## src/hdl/kmh_pkg.sv

```systemverilog
package kmh_pkg;

    // default sizes
    localparam int HEAP_DEPTH_DEF = 64;
    localparam int ID_WIDTH_DEF   = 16;

    // fixed field widths
    localparam int DIST_W     = 32;
    localparam int PID_W      = 16;
    localparam int CNT_W      = 7;
    localparam int SLOT_W     = 6;
    localparam int CFG_IDX_W  = 1;
    localparam int CFG_DATA_W = 32;

    // configuration register indexes
    localparam logic [CFG_IDX_W-1:0] CFG_WANTED = 1'd0;
    localparam logic [CFG_IDX_W-1:0] CFG_RADIUS = 1'd1;

    // reset values of the configuration registers
    localparam logic [CNT_W-1:0]  WANTED_RST = 7'd1;
    localparam logic [DIST_W-1:0] RADIUS_RST = 32'hFFFF_FFFF;

    // candidate beat
    typedef struct packed {
        logic [PID_W-1:0]  point_id;
        logic [DIST_W-1:0] sq_distance;
        logic              last_candidate;
    } cand_t;

    // result beat
    typedef struct packed {
        logic [PID_W-1:0]  out_point_id;
        logic [DIST_W-1:0] out_distance;
        logic [SLOT_W-1:0] slot_index;
        logic [CNT_W-1:0]  found_total;
        logic              entry_valid;
        logic              last_result;
    } res_t;

endpackage

```

## src/hdl/kmh_ram.sv

```systemverilog
module kmh_ram #(
    parameter int WIDTH = 48,
    parameter int DEPTH = 64,
    localparam int AW   = (DEPTH > 1) ? $clog2(DEPTH) : 1
) (
    input  logic             clk,
    input  logic             we,
    input  logic [AW-1:0]    waddr,
    input  logic [WIDTH-1:0] wdata,
    input  logic             re,
    input  logic [AW-1:0]    raddr,
    output logic [WIDTH-1:0] rdata
);

    logic [WIDTH-1:0] mem [DEPTH];

    // write port
    always_ff @(posedge clk)
    begin
        if (we)
        begin
            mem[waddr] <= wdata;
        end
    end

    // registered read port
    always_ff @(posedge clk)
    begin
        if (re)
        begin
            rdata <= mem[raddr];
        end
    end

endmodule

```

## src/hdl/k_nearest_max_heap_top.sv

```systemverilog
// k-nearest selection over a bounded max-heap keyed by squared distance.
// cand channel (valid/ready): one beat per candidate of a query; the beat
//   with last_candidate set closes the query.
// res channel (valid/ready): on a closing beat the heap slots are sent in
//   array order, one beat each, or one empty marker when nothing was kept.
// cfg port: plain write, index 0 wanted_count, index 1 radius_limit; write
//   only while the block is idle.
// Flow: a candidate is taken only in the idle state; a rejected one is
//   not written to the heap. An insertion climbs from the free slot toward
//   the root; a replacement of the top sinks from the root toward a leaf.
//   The heap sits in one RAM with registered read, so each level costs one
//   or two read turns and a compare/write turn.
// Readout: each result beat takes a RAM read, then a load of the output
//   register; the next slot is read only once the result register is free.
// Reset: no entries, wanted_count 1, radius all ones; the RAM is not
//   cleared, only slots below the fill count are ever read.
// Stalls: the result register holds its beat until taken; readout waits on
//   it, and candidates of the next query are taken while the last beat of
//   the previous readout still waits.
module k_nearest_max_heap_top #(
    parameter int HEAP_DEPTH = kmh_pkg::HEAP_DEPTH_DEF,
    parameter int ID_WIDTH   = kmh_pkg::ID_WIDTH_DEF
) (
    input  logic                             clk,
    input  logic                             rst_n,
    input  logic                             cand_valid,
    output logic                             cand_ready,
    input  kmh_pkg::cand_t                   cand,
    output logic                             res_valid,
    input  logic                             res_ready,
    output kmh_pkg::res_t                    res,
    input  logic                             cfg_we,
    input  logic [kmh_pkg::CFG_IDX_W-1:0]    cfg_index,
    input  logic [kmh_pkg::CFG_DATA_W-1:0]   cfg_data
);

    import kmh_pkg::*;

    localparam int AW = (HEAP_DEPTH > 1) ? $clog2(HEAP_DEPTH) : 1;
    localparam int CW = $clog2(HEAP_DEPTH + 1);
    localparam int LW = AW + 2;
    localparam int MW = DIST_W + ID_WIDTH;

    // sequencer codes
    localparam logic [3:0] S_IDLE     = 4'd0;
    localparam logic [3:0] S_UP_RD    = 4'd1;
    localparam logic [3:0] S_UP_CMP   = 4'd2;
    localparam logic [3:0] S_DN_RDL   = 4'd3;
    localparam logic [3:0] S_DN_RDR   = 4'd4;
    localparam logic [3:0] S_DN_CMP   = 4'd5;
    localparam logic [3:0] S_FIN      = 4'd6;
    localparam logic [3:0] S_RO_ISSUE = 4'd7;
    localparam logic [3:0] S_RO_LOAD  = 4'd8;

    logic [3:0]          state_reg,   state_next;
    logic [DIST_W-1:0]   v_dist_reg,  v_dist_next;
    logic [ID_WIDTH-1:0] v_id_reg,    v_id_next;
    logic                last_reg,    last_next;
    logic [AW-1:0]       pos_reg,     pos_next;
    logic [DIST_W-1:0]   cl_dist_reg, cl_dist_next;
    logic [ID_WIDTH-1:0] cl_id_reg,   cl_id_next;
    logic                r_ok_reg,    r_ok_next;
    logic [CW-1:0]       found_reg,   found_next;
    logic                full_reg,    full_next;
    logic [DIST_W-1:0]   limit_reg,   limit_next;
    logic [DIST_W-1:0]   top_reg,     top_next;
    logic [CNT_W-1:0]    wanted_reg,  wanted_next;
    logic [DIST_W-1:0]   radius_reg,  radius_next;
    logic [CW-1:0]       ridx_reg,    ridx_next;
    logic                res_valid_reg, res_valid_next;
    res_t                res_reg,     res_next;

    // heap RAM ports
    logic                ram_we;
    logic [AW-1:0]       ram_waddr;
    logic [MW-1:0]       ram_wdata;
    logic                ram_re;
    logic [AW-1:0]       ram_raddr;
    logic [MW-1:0]       ram_rdata;
    logic [DIST_W-1:0]   rd_dist;
    logic [ID_WIDTH-1:0] rd_id;

    // helpers
    logic                cand_acc;
    logic                out_free;
    logic [CNT_W-1:0]    wanted_eff;
    logic [CNT_W-1:0]    found_ext;
    logic [LW-1:0]       l_ext;
    logic [LW-1:0]       r_ext;
    logic [LW-1:0]       size_ext;
    logic [AW-1:0]       parent;
    logic                take_r;
    logic                take_l;

    kmh_ram #(
        .WIDTH (MW),
        .DEPTH (HEAP_DEPTH)
    ) u_heap_ram (
        .clk   (clk),
        .we    (ram_we),
        .waddr (ram_waddr),
        .wdata (ram_wdata),
        .re    (ram_re),
        .raddr (ram_raddr),
        .rdata (ram_rdata)
    );

    assign rd_dist = ram_rdata[MW-1:ID_WIDTH];
    assign rd_id   = ram_rdata[ID_WIDTH-1:0];

    assign cand_ready = (state_reg == S_IDLE);
    assign cand_acc   = cand_valid && cand_ready;
    assign res_valid  = res_valid_reg;
    assign res        = res_reg;
    assign out_free   = !res_valid_reg || res_ready;

    // effective wanted count, clamped to 1..depth
    always_comb
    begin
        if (wanted_reg == '0)
        begin
            wanted_eff = CNT_W'(1);
        end
        else if (wanted_reg > CNT_W'(HEAP_DEPTH))
        begin
            wanted_eff = CNT_W'(HEAP_DEPTH);
        end
        else
        begin
            wanted_eff = wanted_reg;
        end
    end

    // heap index arithmetic
    assign found_ext = CNT_W'(found_reg);
    assign l_ext     = LW'({pos_reg, 1'b1});
    assign r_ext     = l_ext + LW'(1);
    assign size_ext  = LW'(found_reg);
    assign parent    = AW'((pos_reg - AW'(1)) >> 1);

    // sift-down child choice, left wins ties
    assign take_r = r_ok_reg && (rd_dist > v_dist_reg) && (rd_dist > cl_dist_reg);
    assign take_l = !take_r && (cl_dist_reg > v_dist_reg);

    // sequencer and datapath
    always_comb
    begin
        state_next     = state_reg;
        v_dist_next    = v_dist_reg;
        v_id_next      = v_id_reg;
        last_next      = last_reg;
        pos_next       = pos_reg;
        cl_dist_next   = cl_dist_reg;
        cl_id_next     = cl_id_reg;
        r_ok_next      = r_ok_reg;
        found_next     = found_reg;
        full_next      = full_reg;
        limit_next     = limit_reg;
        wanted_next    = wanted_reg;
        radius_next    = radius_reg;
        ridx_next      = ridx_reg;
        res_next       = res_reg;
        res_valid_next = res_valid_reg && !res_ready;
        ram_we         = 1'b0;
        ram_waddr      = pos_reg;
        ram_wdata      = {v_dist_reg, v_id_reg};
        ram_re         = 1'b0;
        ram_raddr      = pos_reg;

        // configuration writes, to be made only while idle; the block does not enforce this
        if (cfg_we)
        begin
            unique case (cfg_index)
                CFG_WANTED:
                begin
                    wanted_next = CNT_W'(cfg_data);
                end
                CFG_RADIUS:
                begin
                    radius_next = cfg_data;
                    if (!full_reg)
                    begin
                        limit_next = cfg_data;
                    end
                end
                default:
                begin
                end
            endcase
        end

        unique case (state_reg)
            S_IDLE:
            begin
                if (cand_acc)
                begin
                    v_dist_next = cand.sq_distance;
                    v_id_next   = ID_WIDTH'(cand.point_id);
                    last_next   = cand.last_candidate;
                    ridx_next   = '0;
                    if (cand.sq_distance < limit_reg)
                    begin
                        if (full_reg)
                        begin
                            pos_next   = '0;
                            state_next = S_DN_RDL;
                        end
                        else if (found_ext < CNT_W'(HEAP_DEPTH))
                        begin
                            pos_next   = AW'(found_reg);
                            found_next = found_reg + CW'(1);
                            state_next = S_UP_RD;
                        end
                        else
                        begin
                            state_next = S_FIN;
                        end
                    end
                    else if (cand.last_candidate)
                    begin
                        state_next = S_RO_ISSUE;
                    end
                end
            end

            // sift-up: fetch the parent, or settle at the root
            S_UP_RD:
            begin
                if (pos_reg == '0)
                begin
                    ram_we     = 1'b1;
                    state_next = S_FIN;
                end
                else
                begin
                    ram_re     = 1'b1;
                    ram_raddr  = parent;
                    state_next = S_UP_CMP;
                end
            end

            S_UP_CMP:
            begin
                ram_we = 1'b1;
                if (rd_dist < v_dist_reg)
                begin
                    // parent moves down into the hole
                    ram_wdata  = ram_rdata;
                    pos_next   = parent;
                    state_next = S_UP_RD;
                end
                else
                begin
                    state_next = S_FIN;
                end
            end

            // sift-down: fetch the left child, or settle at a leaf
            S_DN_RDL:
            begin
                if (l_ext < size_ext)
                begin
                    ram_re     = 1'b1;
                    ram_raddr  = AW'(l_ext);
                    state_next = S_DN_RDR;
                end
                else
                begin
                    ram_we     = 1'b1;
                    state_next = S_FIN;
                end
            end

            S_DN_RDR:
            begin
                cl_dist_next = rd_dist;
                cl_id_next   = rd_id;
                r_ok_next    = (r_ext < size_ext);
                if (r_ext < size_ext)
                begin
                    ram_re    = 1'b1;
                    ram_raddr = AW'(r_ext);
                end
                state_next = S_DN_CMP;
            end

            S_DN_CMP:
            begin
                ram_we = 1'b1;
                if (take_r)
                begin
                    ram_wdata  = ram_rdata;
                    pos_next   = AW'(r_ext);
                    state_next = S_DN_RDL;
                end
                else if (take_l)
                begin
                    ram_wdata  = {cl_dist_reg, cl_id_reg};
                    pos_next   = AW'(l_ext);
                    state_next = S_DN_RDL;
                end
                else
                begin
                    state_next = S_FIN;
                end
            end

            // limit follows the top once full
            S_FIN:
            begin
                if (full_reg || found_ext >= wanted_eff || found_ext >= CNT_W'(HEAP_DEPTH))
                begin
                    full_next  = 1'b1;
                    limit_next = top_reg;
                end
                state_next = last_reg ? S_RO_ISSUE : S_IDLE;
            end

            // readout: once the result register is free, read a slot or send the empty marker
            S_RO_ISSUE:
            begin
                if (out_free)
                begin
                    if (found_reg == '0)
                    begin
                        res_next.out_point_id = '0;
                        res_next.out_distance = '0;
                        res_next.slot_index   = '0;
                        res_next.found_total  = '0;
                        res_next.entry_valid  = 1'b0;
                        res_next.last_result  = 1'b1;
                        res_valid_next        = 1'b1;
                        full_next             = 1'b0;
                        limit_next            = radius_reg;
                        state_next            = S_IDLE;
                    end
                    else
                    begin
                        ram_re     = 1'b1;
                        ram_raddr  = ridx_reg[AW-1:0];
                        state_next = S_RO_LOAD;
                    end
                end
            end

            S_RO_LOAD:
            begin
                res_next.out_point_id = PID_W'(rd_id);
                res_next.out_distance = rd_dist;
                res_next.slot_index   = SLOT_W'(ridx_reg);
                res_next.found_total  = found_ext;
                res_next.entry_valid  = 1'b1;
                res_next.last_result  = (ridx_reg + CW'(1) == found_reg);
                res_valid_next        = 1'b1;
                ridx_next             = ridx_reg + CW'(1);
                if (ridx_reg + CW'(1) == found_reg)
                begin
                    // clear for the next query
                    found_next = '0;
                    full_next  = 1'b0;
                    limit_next = radius_reg;
                    state_next = S_IDLE;
                end
                else
                begin
                    state_next = S_RO_ISSUE;
                end
            end

            default:
            begin
                state_next = S_IDLE;
            end
        endcase
    end

    // heap top tracks writes to the root slot
    always_comb
    begin
        top_next = top_reg;
        if (ram_we && ram_waddr == '0)
        begin
            top_next = ram_wdata[MW-1:ID_WIDTH];
        end
    end

    // control state
    always_ff @(posedge clk or negedge rst_n)
    begin
        if (!rst_n)
        begin
            state_reg     <= S_IDLE;
            found_reg     <= '0;
            full_reg      <= 1'b0;
            limit_reg     <= RADIUS_RST;
            wanted_reg    <= WANTED_RST;
            radius_reg    <= RADIUS_RST;
            res_valid_reg <= 1'b0;
        end
        else
        begin
            state_reg     <= state_next;
            found_reg     <= found_next;
            full_reg      <= full_next;
            limit_reg     <= limit_next;
            wanted_reg    <= wanted_next;
            radius_reg    <= radius_next;
            res_valid_reg <= res_valid_next;
        end
    end

    // payload registers
    always_ff @(posedge clk)
    begin
        v_dist_reg  <= v_dist_next;
        v_id_reg    <= v_id_next;
        last_reg    <= last_next;
        pos_reg     <= pos_next;
        cl_dist_reg <= cl_dist_next;
        cl_id_reg   <= cl_id_next;
        r_ok_reg    <= r_ok_next;
        top_reg     <= top_next;
        ridx_reg    <= ridx_next;
        res_reg     <= res_next;
    end

endmodule

```

## config.mk

```make
export PLATFORM = sky130hd
export DESIGN_NAME = k_nearest_max_heap_top
export DESIGN_NICKNAME = d
export VERILOG_FILES = /design/src/hdl/kmh_pkg.sv /design/src/hdl/kmh_ram.sv /design/src/hdl/k_nearest_max_heap_top.sv
export SDC_FILE = /design/constraint.sdc
export NUM_CORES = 2
export LEC_CHECK = 0
export BUFFER_PORTS_ARGS = -buffer_cell sky130_fd_sc_hd__clkbuf_2
export CAP_MARGIN = 15
export CORE_UTILIZATION = 43
export DETAILED_ROUTE_END_ITERATION = 8
export GPL_TIMING_DRIVEN = 0
export PLACE_DENSITY_LB_ADDON = 0.05
export SETUP_SLACK_MARGIN = 0.15
export SYNTH_ARGS = -nofsm -noshare
export SYNTH_HDL_FRONTEND = slang
export SYNTH_SLANG_ARGS = --single-unit
```

## constraint.sdc

```tcl
create_clock -name clk -period 5.42 [get_ports clk]
set_input_delay 0.271 -clock clk [delete_from_list [all_inputs] [get_ports clk]]
set_output_delay 0.271 -clock clk [all_outputs]
set_load 0.005 [all_outputs]
```

**Word level (Yosys, flattened, before mapping)**

Memories as Yosys holds them, arrays and structs flattened. A register that Yosys moved wholly into a read port is not among the register bits.
Index checks and enable logic that the tools add are counted.

- Order comparisons: 11
- $add $sub $neg: 4
- Mux-type cells: 73
- Reduce and logical (&&, ||, !) cells: 30
- Equality and inequality tests: 21
- Bitwise operators: 1

Operator list:

| kind | number |
|---|---|
| 32-bit 2-to-1 mux | 7 |
| 48-bit 2-to-1 mux | 3 |
| 63-bit 2-to-1 mux | 2 |
| 63-bit one-hot mux with 2 select lines | 1 |
| 32-bit greater-than comparator | 3 |
| 32-bit one-hot mux with 3 select lines | 1 |
| 48-bit one-hot mux with 2 select lines | 1 |
| 6-bit 2-to-1 mux | 12 |
| 32-bit < comparator | 2 |
| 7-bit 2-to-1 mux | 8 |
| 4-bit one-hot mux with 9 select lines | 1 |
| 7-bit one-hot mux with 2 select lines | 2 |
| 3-bit 2-to-1 mux | 8 |
| 6-bit one-hot mux with 4 select lines | 1 |
| 4-bit 2-to-1 mux | 5 |
| 6-bit one-hot mux with 3 select lines | 1 |
| 4-bit by 3-bit == test with 1-bit output (second input constant) | 4 |
| 1-bit 2-to-1 mux | 15 |
| 7-bit by 1-bit adder with 7-bit output (second input constant) | 2 |
| 7-bit zero test | 2 |
| 2-bit != test (second input constant) | 6 |
| 6-bit AND reduction | 2 |
| 7-bit by 1-bit adder with 8-bit output (second input constant) | 1 |
| 4-bit by 2-bit == test with 1-bit output (second input constant) | 2 |
| 29 further kinds | 48 |

- Word-level logic and storage cells: 163
- Bits of input ports: 87
- Memories: 1
- Bits in registers: 290
- RAM bits: 3,072

Memories:

| name | words | width | read ports | clocked after Yosys merged registers in | write ports | line | text |
|---|---|---|---|---|---|---|---|
| u_heap_ram.mem | 64 | 48 | 1 | 1 | 1 | kmh_ram.sv:15 | `logic [WIDTH-1:0] mem [DEPTH];` |

**Logic depth before layout (Yosys ltp)**

- Depth after elaboration: 8
- Gate-level depth with buffers: 21
- Mapped depth without buffers: 15

**Hierarchy**

From an unflattened synthesis, not the netlist that was laid out.

- Cell total of the unflattened synthesis: 6,366
- Area total of the unflattened synthesis: 133,693.2 sq um

Modules (own cells, without submodules):

| module | cells an instance | instances | area an instance (sq um) |
|---|---|---|---|
| kmh_ram | 4,970 | 1 | 117,595.3 |
| k_nearest_max_heap_top | 1,396 | 1 | 16,097.9 |

**Worst setup path after synthesis**

No wires, ideal clock.

- Kind: flip-flop to flip-flop
- Start: register pos_reg[3]
- End: memory u_heap_ram.mem[63][0], enable pin
- Arrival: 5.130 ns
- Period minus slack after synthesis: 5.642 ns
- Setup time: 0.513 ns
- Path buffers: 1
- Path slack: -0.222 ns
- Required time: 4.907 ns
- Cell stages (with the launch flop): 8
- Cells stage by stage: edfxtp_1 > or3_1 > buf_2 > or2_1 > a211oi_1 > a31oi_1 > or2_2 > nor3_1

- Cells in the longest elaborated chain, start to end: 5
- Elaborated cells between the ends (all ways): 7
- Classes of those cells: 1 x order compare; 5 x mux; 1 x reduce/logical

RTL lines:

| element | line | text |
|---|---|---|
| start, declared | k_nearest_max_heap_top.sv:59 | `logic [AW-1:0] pos_reg, pos_next;` |
| start signal, assigned | k_nearest_max_heap_top.sv:418 | `pos_reg <= pos_next;` |
| 7-bit < comparator or 6-bit zero test (tied branches) | k_nearest_max_heap_top.sv:261, k_nearest_max_heap_top.sv:229 |  |
| 1-bit 2-to-1 mux, on equally long branches | k_nearest_max_heap_top.sv:261, k_nearest_max_heap_top.sv:229 |  |
| 1-bit one-hot mux with 3 select lines | k_nearest_max_heap_top.sv:192 | `unique case (state_reg)` |
| 1-bit 2-to-1 mux | kmh_ram.sv:20 | `if (we)` |
| 1-bit 2-to-1 mux (not written as such) | kmh_ram.sv:22 | `mem[waddr] <= wdata;` |
| end, declared | kmh_ram.sv:15 |  |

Several ways; a longest one is shown, not always the timed one.

**Worst setup path after layout**

- Start: register pos_reg[4]
- End: register u_heap_ram.rdata[27] (read register of u_heap_ram.mem) (data pin)

- Cells in the longest elaborated chain, start to end: 4
- Elaborated cells between the ends (all ways): 15
- Classes of those cells: 2 x add/sub; 2 x order compare; 10 x mux; 1 x reduce/logical

RTL lines:

| element | line | text |
|---|---|---|
| 7-bit by 1-bit adder with 8-bit output | k_nearest_max_heap_top.sv:137 | `assign r_ext = l_ext + LW'(1);` |
| 8-bit by 7-bit < comparator with 1-bit output | k_nearest_max_heap_top.sv:279 | `if (r_ext < size_ext)` |
| 6-bit 2-to-1 mux or 1-bit 2-to-1 mux (tied branches) | k_nearest_max_heap_top.sv:279 |  |
| 6-bit one-hot mux with 4 select lines or 1-bit one-hot mux with 4 select lines (tied branches) | k_nearest_max_heap_top.sv:192 |  |
| end, declared | kmh_ram.sv:12 | `output logic [WIDTH-1:0] rdata` |

Several ways; a longest one is shown, not always the timed one.
A chain may end at the register's enable or synchronous reset.

==> impl_results.html <==
<table>
<tr><th>Metric</th><th>Value</th></tr>
<tr><th colspan="2">Die</th></tr>
<tr><td>Effective utilization at floorplan</td><td>0.433</td></tr>
<tr><td>Die X</td><td>565 um</td></tr>
<tr><td>Ports</td><td>152</td></tr>
<tr><td>Std-Cell Core Area</td><td>about 0.32 sq mm</td></tr>
<tr><td>Vertical die dimension</td><td>565 um</td></tr>
<tr><td>Placement Rows</td><td>206</td></tr>
<tr><td>Area of the die</td><td>0.320 sq mm</td></tr>
<tr><th colspan="2">Yosys</th></tr>
<tr><td>Fraction of post-synthesis cell area in the top cell type by area</td><td>0.732</td></tr>
<tr><td>Post-synthesis sequential element count</td><td>3,410</td></tr>
<tr><td>Area contributors post-synth</td><td>sky130_fd_sc_hd__edfxtp_1 (73%), sky130_fd_sc_hd__mux4_2 (6.6%), sky130_fd_sc_hd__mux2i_1 (3.4%), sky130_fd_sc_hd__a211oi_1 (3.2%), sky130_fd_sc_hd__and3_1 (1.7%)</td></tr>
<tr><td>Fraction of registers with async set or reset after synthesis</td><td>0.0246</td></tr>
<tr><td>Post-synthesis cell type count</td><td>between 70 and 80</td></tr>
<tr><td>Total standard cell area after synthesis</td><td>0.136 sq mm</td></tr>
<tr><td>List of most frequent post-synthesis cells</td><td>sky130_fd_sc_hd__edfxtp_1 (3,326), sky130_fd_sc_hd__a211oi_1 (585), sky130_fd_sc_hd__mux2i_1 (461)</td></tr>
<tr><td>Syn Inst Count</td><td>7,658</td></tr>
<tr><td>Post-synth EDFFs</td><td>3,326</td></tr>
<tr><td>Cell taking the most area after synthesis</td><td>sky130_fd_sc_hd__edfxtp_1</td></tr>
<tr><td>Total number of yosys warnings</td><td>0</td></tr>
<tr><td>Main synth FF type</td><td>sky130_fd_sc_hd__edfxtp_1</td></tr>
<tr><td>Synthesized area per cell</td><td>17.8 sq um</td></tr>
<tr><td>Sequential cell area fraction in the yosys report</td><td>0.748</td></tr>
<tr><td>Post-Synthesis Net Count</td><td>7,896</td></tr>
<tr><td>Cell with the most instances after synthesis</td><td>sky130_fd_sc_hd__edfxtp_1</td></tr>
<tr><th colspan="2">Worst setup path</th></tr>
<tr><td>Data required time at the worst endpoint</td><td>6.18 ns</td></tr>
<tr><td>Depth of the critical timing path with buffers and inverters included</td><td>17</td></tr>
<tr><td>Count of cells along the worst register-to-register path</td><td>17</td></tr>
<tr><td>End of the worst register-to-register path</td><td>u_heap_ram.rdata[27]</td></tr>
<tr><td>Max stage delay on crit path</td><td>around 0.51 ns</td></tr>
<tr><td>Worst Path Arrival</td><td>6.05 ns</td></tr>
<tr><td>Startpoint types</td><td>register</td></tr>
<tr><td>Category of the most critical setup path</td><td>reg2reg</td></tr>
<tr><td>Worst r2r src</td><td>pos_reg[4]</td></tr>
<tr><td>Origin of the worst setup path</td><td>pos_reg[4]</td></tr>
<tr><td>Ordered list of cells on the worst path</td><td>buf_4 &gt; buf_4 &gt; ha_1 &gt; and4_1 &gt; o21ai_1 &gt; and4b_1 &gt; buf_2 &gt; a22o_1 &gt; a21oi_4 &gt; buf_2 &gt; buf_8 &gt; clkbuf_2 &gt; and3_1 &gt; a2111oi_0 &gt; a311o_1 &gt; a2111oi_4 &gt; or4_4</td></tr>
<tr><td>CP max stage cell</td><td>sky130_fd_sc_hd__a21oi_4</td></tr>
<tr><td>Top Family by Delay on Critical Path</td><td>compound AO/OA/AOI/OAI gates</td></tr>
<tr><td>Number of buffer and inverter instances along the worst setup path</td><td>6</td></tr>
<tr><td>Critical path destination</td><td>u_heap_ram.rdata[27]</td></tr>
<tr><td>Worst setup EP type</td><td>register</td></tr>
<tr><td>Biggest fanout along the worst timing path</td><td>10</td></tr>
<tr><td>Worst-case register-to-register setup slack</td><td>roughly 0.13 ns</td></tr>
<tr><th colspan="2">Timing</th></tr>
<tr><td>Hold_ws</td><td>0.0539 ns</td></tr>
<tr><td>Maximum clock rate</td><td>~190 MHz</td></tr>
<tr><td>Max Slew Vio Count</td><td>0</td></tr>
<tr><td>Fin crit period</td><td>5.29 ns</td></tr>
<tr><td>Number of setup violations in the final report</td><td>0</td></tr>
<tr><td>Transition time of the tightest slew-check pin</td><td>1.30 ns</td></tr>
<tr><td>Setup repair after global routing missed its margin</td><td>true</td></tr>
<tr><td>Setup TNS after final layout</td><td>0 ns</td></tr>
<tr><td>Layout Skew</td><td>0.0417 ns</td></tr>
<tr><td>Number of hold-slack violations in the final timing report</td><td>0</td></tr>
<tr><td>Portion of the clock cycle consumed by the worst path in the final layout</td><td>0.976</td></tr>
<tr><td>Slew margin rel.</td><td>0.133</td></tr>
<tr><th colspan="2">Place</th></tr>
<tr><td>Placed cell count</td><td>12,200</td></tr>
<tr><td>Number of port buffers</td><td>151</td></tr>
<tr><td>Routability congestion estimate</td><td>roughly 0.9</td></tr>
<tr><td>Instance area at placement</td><td>0.149 sq mm</td></tr>
<tr><td>Placed wire-length estimate</td><td>327,000 um</td></tr>
<tr><th colspan="2">Detailed routing</th></tr>
<tr><td>Via density per instance</td><td>roughly 6.1</td></tr>
<tr><td>DRT Pass-1 Iters</td><td>5</td></tr>
<tr><td>Total wirelength of the detailed-routed design</td><td>461,000 um</td></tr>
<tr><td>DRC violation count after routing</td><td>0</td></tr>
<tr><td>Detailed-route wire length per cell</td><td>35.2 um</td></tr>
<tr><td>Initial detailed-routing violation count</td><td>9,694</td></tr>
<tr><td>Antenna violation net count after detailed routing</td><td>0</td></tr>
<tr><td>Vias after detailed routing</td><td>79,400</td></tr>
<tr><th colspan="2">Clock tree</th></tr>
<tr><td>Sinks on Clock Net</td><td>3,410</td></tr>
<tr><td>Clock tree from TritonCTS</td><td>yes</td></tr>
<tr><td>Total clock buffers created by CTS</td><td>366</td></tr>
<tr><td>Later-pin clock latency in the skew report</td><td>0.95 ns</td></tr>
<tr><td>Clock root buffer</td><td>sky130_fd_sc_hd__clkbuf_16</td></tr>
<tr><td>Number of H-tree levels</td><td>5</td></tr>
<tr><td>CTS max path bufs</td><td>4</td></tr>
<tr><td>Clock transition time at the flip-flop clock pins of the worst setup and hold paths</td><td>0.06 ns</td></tr>
<tr><th colspan="2">Cells and area</th></tr>
<tr><td>Cell Count, Final, Fillers Out</td><td>13,100</td></tr>
<tr><td>Fill cell count</td><td>25,200</td></tr>
<tr><td>Total number of nets in the final design</td><td>8,837</td></tr>
<tr><td>Total non-filler cell area in the finished layout</td><td>0.166 sq mm</td></tr>
<tr><td>Combined area of the multi-input logic cells</td><td>0.0350 sq mm</td></tr>
<tr><td>Share of cells above drive strength 1</td><td>0.260</td></tr>
<tr><td>FF+latch area</td><td>approximately 0.1 sq mm</td></tr>
<tr><td>Number of flip-flops in the largest register</td><td>3,072</td></tr>
<tr><td>Relative area change from synthesis to final layout</td><td>21.6%</td></tr>
<tr><th colspan="2">Global routing</th></tr>
<tr><td>Largest net degree at the start of global routing</td><td>57</td></tr>
<tr><td>Number of antenna violations at the first check in global routing</td><td>23</td></tr>
<tr><td>Leftover overflow at the end of global routing</td><td>0</td></tr>
<tr><td>Number of global-route vias before repair</td><td>between 70,000 and 80,000</td></tr>
<tr><td>First-pass GRT wire length</td><td>630,000 um</td></tr>
<tr><td>GRT Overall Usage</td><td>0.285</td></tr>
<tr><th colspan="2">Job</th></tr>
<tr><td>Number of maximum-capacitance violations</td><td>0</td></tr>
<tr><th colspan="2">Outcome</th></tr>
<tr><td>Outcome</td><td>completed</td></tr>
<tr><th colspan="2">Hold path</th></tr>
<tr><td>Hold Path Class</td><td>in2reg</td></tr>
</table>
## per-layer routing
layer | routed length, um | share of wire | up-vias | track usage
li1 | - | - | 33200 | -
met2 | 209000 | 0.45 | 3548 | 0.439
met3 | 33900 | 0.074 | 624 | 0.0405
met4 | 19200 | 0.042 | 4 | 0.108
met5 | 27 | 0.000059 | - | 0
met1 | 199000 | 0.43 | 42000 | 0.413
## cell families after synthesis
kind of cell,share of synthesized area
and+or+nand+nor,0.0522
DFF,0.748
AOI/OAI and AO/OA,0.0610
buffers and inverters,0.0197
adders and majority gates,0.0138
xor gates and xnor gates,0.00135
muxes,0.104
## stage by stage
| stage | utilization | worst slack (ns) |
|---|---|---|
| detailed placement | 0.473 | -2.95 |
| floorplan | - | -0.0416 |
| global route | 0.526 | 0.0115 |
| global placement | 0.452 | -5.45 |
| finish | 0.526 | 0.132 |
| CTS | 0.522 | 0.0175 |
## layout make-up
class | instances | share of cell area
sequential | 3410 | 0.615
multi-input combinational | 3599 | 0.211
clock buffer | 470 | 0.0590
timing repair buffer | 572 | 0.0463
tap | 4160 | 0.0314
buffer | 482 | 0.0221
clock inverter | 195 | 0.0108
inverter | 168 | 0.00389
antenna | 21 | 0.000317
## worst min path at each step
stage,start,end,slack (ns),cells past startpoint
floorplan,rst_n,found_ext[0],-0.02,0
global placement,u_heap_ram.rdata[7],cl_id_reg[7],0.44,0
detailed placement,rst_n,found_ext[1],0.29,1
CTS,cand[45],v_id_reg[12],0.0005,2
global route,cand[34],v_id_reg[1],0.04,2
finish,cand[45],v_id_reg[12],0.05,2
## cell usage in the layout, fill, tap and decap left out, types with 58 or more instances in the layout
master,instances
sky130_fd_sc_hd__edfxtp_1,3326
sky130_fd_sc_hd__mux4_2,401
sky130_fd_sc_hd__a211oi_1,554
sky130_fd_sc_hd__dfstp_2,65
sky130_fd_sc_hd__clkinv_1,78
sky130_fd_sc_hd__a21oi_1,78
sky130_fd_sc_hd__clkbuf_1,179
sky130_fd_sc_hd__and3_1,361
sky130_fd_sc_hd__nor2_4,65
sky130_fd_sc_hd__ha_1,149
sky130_fd_sc_hd__buf_12,232
sky130_fd_sc_hd__nor2_1,114
sky130_fd_sc_hd__nand2_1,429
sky130_fd_sc_hd__dlygate4sd3_1,96
sky130_fd_sc_hd__clkbuf_2,271
sky130_fd_sc_hd__nand3_1,136
sky130_fd_sc_hd__a22oi_1,58
sky130_fd_sc_hd__buf_4,127
sky130_fd_sc_hd__inv_1,162
sky130_fd_sc_hd__mux2i_1,437
sky130_fd_sc_hd__or4_4,73
sky130_fd_sc_hd__clkbuf_16,380
sky130_fd_sc_hd__clkinv_2,66
## timing repair
action,in CTS,in global routing
setup endpoints to repair,3153,203
gates resized for setup,822,338
pin swaps,38,37
setup buffers,33,33
endpoints found under the hold margin,179,0
cloned,1,5
hold buffers,96,0
Power is not shown: default switching activity piles up to over one toggle a cycle in this logic, so the estimate is an artifact.
